<file path="config.mk">
export PLATFORM = sky130hd
export DESIGN_NAME = bme_front
export DESIGN_NICKNAME = d
export VERILOG_FILES = /design/src/rtl/bme_pkg.sv /design/src/rtl/bme_front.sv
export SDC_FILE = /design/constraint.sdc
export NUM_CORES = 1
export LEC_CHECK = 0
export BUFFER_PORTS_ARGS = -buffer_cell sky130_fd_sc_hd__buf_2
export CORE_UTILIZATION = 60
export DETAILED_ROUTE_END_ITERATION = 10
export GPL_ROUTABILITY_DRIVEN = 1
export PLACE_DENSITY = 0.85
export SLEW_MARGIN = 20
export SYNTH_ARGS = -nofsm -noshare
export SYNTH_HDL_FRONTEND = slang
export SYNTH_SLANG_ARGS = --single-unit
</file>
<file path="constraint.sdc">
create_clock -name clk -period 8.4 [get_ports clk]
set_clock_uncertainty 0.15 [all_clocks]
set_input_delay 2.1 -clock clk [delete_from_list [all_inputs] [get_ports clk]]
set_output_delay 2.1 -clock clk [all_outputs]
set_load 0.01 [all_outputs]
</file>
<file path="src/rtl/bme_pkg.sv">
package bme_pkg;

	localparam int VAL_W         = 32;
	localparam int WID_W         = 31;
	localparam int OUT_FRAC_BITS = 15;
	localparam int OUT_W         = OUT_FRAC_BITS + 1;
	localparam int RATIO_BITS    = 20;
	localparam int ACC_BITS      = 30;
	// The distance is below five widths, so the quotient stays under 8 << RATIO_BITS.
	localparam int PRE_BITS      = 3;
	localparam int Q_W           = RATIO_BITS + PRE_BITS;
	localparam int REM_W         = WID_W;
	localparam int N_W           = 5;
	localparam int Y_W           = ACC_BITS + 1;
	localparam int ADDR_W        = 3;

	localparam logic [OUT_W-1:0] ONE       = OUT_W'(1) << OUT_FRAC_BITS;
	localparam logic [WID_W-1:0] WIDTH_RST = WID_W'(65536000);

	typedef enum logic [1:0] {
		MODE_BELL       = 2'd0,
		MODE_FLAT_ABOVE = 2'd1,
		MODE_FLAT_BELOW = 2'd2
	} bme_mode_t;

	typedef enum logic [ADDR_W-1:0] {
		REG_CENTER    = 3'd0,
		REG_CENTER_OK = 3'd1,
		REG_LEFT_W    = 3'd2,
		REG_RIGHT_W   = 3'd3,
		REG_MODE      = 3'd4
	} bme_reg_t;

	typedef struct packed {
		logic [VAL_W-1:0] center;
		logic             center_ok;
		logic [WID_W-1:0] wl;
		logic [WID_W-1:0] wr;
		bme_mode_t        mode;
	} bme_cfg_t;

	// Per-word control: valid, result already decided (zero or one), side in use.
	typedef struct packed {
		logic vld;
		logic forced;
		logic one;
		logic upper;
	} bme_ctl_t;

	function automatic logic [63:0] isqrt64(input logic [63:0] v);
		logic [63:0] acc;
		logic [63:0] root;
		logic [63:0] probe;
		acc   = v;
		root  = '0;
		probe = 64'h4000_0000_0000_0000;
		for (int i = 0; i < 32; i++) begin
			if (acc >= root + probe) begin
				acc  = acc - (root + probe);
				root = (root >> 1) + probe;
			end else begin
				root = root >> 1;
			end
			probe = probe >> 2;
		end
		return root;
	endfunction

	// Factor 2^-(2^-k) in Q30, built by repeated square roots starting from one half.
	function automatic logic [ACC_BITS-1:0] root_tap(input int k);
		logic [63:0] t;
		t = 64'(1) << (ACC_BITS - 1);
		for (int i = 1; i <= RATIO_BITS; i++) begin
			if (i <= k) begin
				t = isqrt64(t << ACC_BITS);
			end
		end
		return t[ACC_BITS-1:0];
	endfunction

endpackage

</file>
<file path="src/rtl/bme_front.sv">
module bme_front (
	input  logic                    clk,
	input  logic                    arst_n,
	input  logic                    en,
	input  logic                    in_vld,
	input  logic [bme_pkg::VAL_W-1:0] in_value,
	input  logic                    in_ok,
	input  bme_pkg::bme_cfg_t       cfg,
	output logic [bme_pkg::VAL_W-1:0] distance,
	output bme_pkg::bme_ctl_t       ctl
);
	import bme_pkg::*;

	logic             above;
	logic             below;
	logic             flat;
	logic [VAL_W:0]   diff;
	bme_ctl_t         ctl_n1;
	logic [VAL_W:0]   neg;
	logic [VAL_W-1:0] dmag;
	logic [WID_W-1:0] wsel;
	logic [WID_W+2:0] w5;
	bme_ctl_t         ctl_n3;

	logic [VAL_W:0]   diff_s1;
	bme_ctl_t         ctl_s1;
	logic [VAL_W-1:0] d_s2;
	logic [WID_W+2:0] w5_s2;
	bme_ctl_t         ctl_s2;
	logic [VAL_W-1:0] d_s3;
	bme_ctl_t         ctl_s3;

	always_comb begin
		above = $signed(in_value) > $signed(cfg.center);
		below = $signed(in_value) < $signed(cfg.center);
		diff  = {in_value[VAL_W-1], in_value} - {cfg.center[VAL_W-1], cfg.center};
		flat  = !(above || below) || (above && cfg.mode == MODE_FLAT_ABOVE)
			|| (below && cfg.mode == MODE_FLAT_BELOW);
		ctl_n1.vld    = in_vld;
		ctl_n1.forced = !in_ok || !cfg.center_ok || flat;
		ctl_n1.one    = in_ok && cfg.center_ok;
		ctl_n1.upper  = above;
	end

	always_comb begin
		neg  = -diff_s1;
		dmag = diff_s1[VAL_W] ? neg[VAL_W-1:0] : diff_s1[VAL_W-1:0];
		wsel = ctl_s1.upper ? cfg.wr : cfg.wl;
		w5   = {1'b0, wsel, 2'b00} + {3'b000, wsel};
	end

	// Five widths or more away rounds to zero; a zero width lands here as well.
	always_comb begin
		ctl_n3 = ctl_s2;
		if (!ctl_s2.forced && ({2'b00, d_s2} >= w5_s2)) begin
			ctl_n3.forced = 1'b1;
			ctl_n3.one    = 1'b0;
		end
	end

	always_ff @(posedge clk or negedge arst_n) begin
		if (!arst_n) begin
			ctl_s1 <= '0;
			ctl_s2 <= '0;
			ctl_s3 <= '0;
		end else if (en) begin
			ctl_s1 <= ctl_n1;
			ctl_s2 <= ctl_s1;
			ctl_s3 <= ctl_n3;
		end
	end

	always_ff @(posedge clk) begin
		if (en) begin
			diff_s1 <= diff;
			d_s2    <= dmag;
			w5_s2   <= w5;
			d_s3    <= d_s2;
		end
	end

	assign distance = d_s3;
	assign ctl      = ctl_s3;

endmodule

</file>
==> results.toml <==
[status]
status = "completed"

[power_and_ir_drop]
p_seq_share_pct = 40.4
cellPowerDensity_nw_per_um2 = 232
comb_power_share_pct = 32.1
p_sw_mw = 0.856
ir_drop_mv = 0.178
p_leak_nw = 4.96
p_clk_share_pct = 27.5
netSwitchingFraction_pct = 32.8
p_int_mw = 1.75

[global_routing]
grt_pass1_vias = 6965
antenna_found_initial = 0
track_usage_pct = 25.1
grt_pass1_wl_um = 32500
overflow = 0
grt_max_degree = 80

[synth]
synth_xor_area_share_pct = 7.46
synthAdderAreaFrac_pct = 12.8
yosysTopAreaCell = "edfxtp_1"
synth_top_family_by_area = "compound AO/OA/AOI/OAI gates"
syn_nets = 1140
syn_inst = 909
yosysSeqAreaShare_pct = 44.0
netlist-cell-type-count = 63
synth_simple_gate_area_share_pct = 10.8
synth-edff-count = 131
syn_area_sq_um = 9630
yosysWarnings = 0
synthArstFlopShare_pct = 8.39
ys_seq_elements = 143
synth.top_cell.area_share_pct = 40.8
synth_compound_gate_area_share_pct = 16.1
synth_flop_cell = "edfxtp_1"
synthMuxAreaShare_pct = 4.62
synth.area.top_cells = "edfxtp_1 41%, ha_1 12%, xnor2_1 6.4%"
synth.avg_cell_area_sq_um = 10.6

[detailed_routing]
drc_errors = 0
via_per_inst = 5.66
ant_nets = 0
routed_wl_um = 20100
drt_iter0_drc = 453
vias = 7372
wire_per_inst_um = 15.4
firstDrtPassIters = 5

[cts]
htree_levels = 4
post-cts-setup-buffer-count = 0
clock_tree.root_cell = "clkbuf_16"
clock_sinks = 143
cts_tree = "built"
clk_latency_ns = 0.42
holdBufCountCts = 0
numCtsBuffers = 17
cts_buffer_depth = 2
path_clk_slew_ns = 0.06
ctsResizeCount = 0

[setup_path]
cpLargestDelayFamily = "compound AO/OA/AOI/OAI gates"
arrival_ns = 5.09
cp-start-kind = "input port"
critical_path_class = "in -> reg"
endpoint_kind = "flip-flop"
cp_num_cells = 12
crit_fanout = 5
crit_required_ns = 8.42
critPathBufInv = 2
reg2regPathDepth = 12
rrSetupSlack_ns = 4.26
cp_cell_sequence = "buf_2 -> mux2_2 -> ha_1 -> inv_1 -> fa_1 -> nand2b_1 -> a21oi_1 -> a2111oi_0 -> o31ai_1 -> a311oi_1 -> o21a_1 -> o311ai_0"
crit_path_top_delay_cell = "o31ai_1"
cpPeakStageDelay_ns = 0.64

[layout]
mostFrequentLayoutCell = "buf_2"
drive_above_1_share_pct = 23.1
final_cell_mix = "168 x buf_2, 131 x edfxtp_1, 95 x ha_1"
antenna_cells = 0
nNetsFinal = 1310
fillers = 1133
syn2layout_area_growth_pct = 16.9

[worst_hold_path]
hold-path-cell-count = 0
min_path_type = "reg -> reg"

[place]
dpl.hpwl_um = 14600
port_buffers = 169
pre_cts_ws_ns = 3.03
finalWeightedCongestion = 0.890

[floorplan]
die_y_um = 129
die_x_um = 129
start_util_pct = 62.4
io_pins = 170
die_area_sq_um = 16600
rows = 45
core_area_sq_um = 15400

[sta]
setup_viol = 0
finalMaxSlewViolations = 0
slew_headroom_pct = 37.7
fin_setup_tns_ns = 0
finalCritPeriodShare_pct = 60.4
worst_slack_ns = 3.32
period_needed_ns = 5.08
fmax_mhz = 197
hold_viol_final = 0
rsz0062_at_grt = "no"
tightest_slew_ns = 0.934

[run]
maxCapViolations = 0
## worst paths after layout
| check | to | start |
|---|---|---|
| max in group asynchronous | ctl[2]$_DFFE_PN0P_ | arst_n |
| setup / recovery | w5_s2[30]$_DFFE_PP_ | cfg[2] |
| hold / removal | distance[30]$_DFFE_PP_ | d_s2[30]$_DFFE_PP_ |
| hold reg to reg | distance[30]$_DFFE_PP_ | d_s2[30]$_DFFE_PP_ |
| setup reg to reg | w5_s2[30]$_DFFE_PP_ | ctl_s1[0]$_DFFE_PN0P_ |
| min in group asynchronous | ctl[0]$_DFFE_PN0P_ | arst_n |
## flip-flops by register name, indices dropped and copies added, names as in the netlist
signal,count
w5_s2,34
d_s2,32
ctl_n3,2
ctl_s2,2
distance,32
ctl,4
ctl_s1,4
diff_s1,33
## kinds of logic after synthesis
kind of cell,count (synthesis)
AOI/OAI and AO/OA,239
xor gates and xnor gates,82
and+or+nand+nor,198
adders and majority gates,97
muxes,40
DFF,143
buffers and inverters,110
## final cells by class
cell class | instances | area [sq um] | area share (%)
Multi-Input combinational cell | 656 | 4980 | 44.3
Sequential cell | 143 | 4230 | 37.6
Timing Repair Buffer | 171 | 867 | 7.70
Clock buffer | 19 | 454 | 4.03
Inverter | 90 | 338 | 3.00
Tap cell | 211 | 264 | 2.34
Clock inverter | 13 | 116 | 1.03
## synth_stat cells, types with 4 or more instances
| cell type | n |
|---|---|
| nor3_1 | 12 |
| mux2i_1 | 4 |
| and4_1 | 4 |
| nand2b_1 | 14 |
| a21oi_1 | 66 |
| nand3_1 | 20 |
| nand2_1 | 45 |
| xnor2_1 | 70 |
| a2111oi_0 | 6 |
| a21o_1 | 36 |
| dfrtp_1 | 12 |
| o21a_1 | 11 |
| xor2_1 | 12 |
| o31a_1 | 4 |
| a31oi_1 | 7 |
| clkbuf_1 | 20 |
| inv_1 | 90 |
| or3_1 | 4 |
| o41ai_1 | 4 |
| a211oi_1 | 7 |
| or4_1 | 4 |
| nor2_1 | 46 |
| ha_1 | 95 |
| edfxtp_1 | 131 |
| nor2b_1 | 9 |
| o21bai_1 | 6 |
| o211ai_1 | 5 |
| nor4_1 | 4 |
| nand4_1 | 14 |
| o21ai_0 | 49 |
| mux2_2 | 36 |
| o31ai_1 | 11 |
| and3_1 | 8 |
## metal layers
| layer | vias up | global-route usage (%) | part of all wire (%) |
|---|---|---|---|
| met4 | 0 | 10.8 | 3.2 |
| met3 | 42 | 4.16 | 4.8 |
| li1 | 3703 | - | - |
| met5 | - | 0 | 0 |
| met2 | 276 | 41.7 | 47 |
| met1 | 3351 | 32.7 | 45 |
## power by group through the flow
stage | registers, mW | logic, mW | clock network (mW)
6_report | 1.05 | 0.837 | 0.718
5_1_grt | 1.07 | 0.931 | 0.756
4_1_cts | 1.05 | 0.829 | 0.725
3_5_place_dp | 1.06 | 0.805 | 0
3_3_place_gp | 1.06 | 0.783 | 0
2_1_floorplan | 1.04 | 0.599 | 0
## through the flow
step	cells	utilization, %	total power [mW]	hold WS, ns	cell area (sq um)
3_5_place_dp	1271	69.3	1.86	0.298	10700
3_3_place_gp	1271	69.3	1.84	0.302	10700
4_1_cts	1303	73.0	2.61	0.322	11300
2_1_floorplan	909	-	1.64	0.276	9630
6_report	1303	73.0	2.61	0.317	11300
5_1_grt	1303	73.0	2.75	0.332	11300
Note: power is estimated with default switching activity, not from simulation.
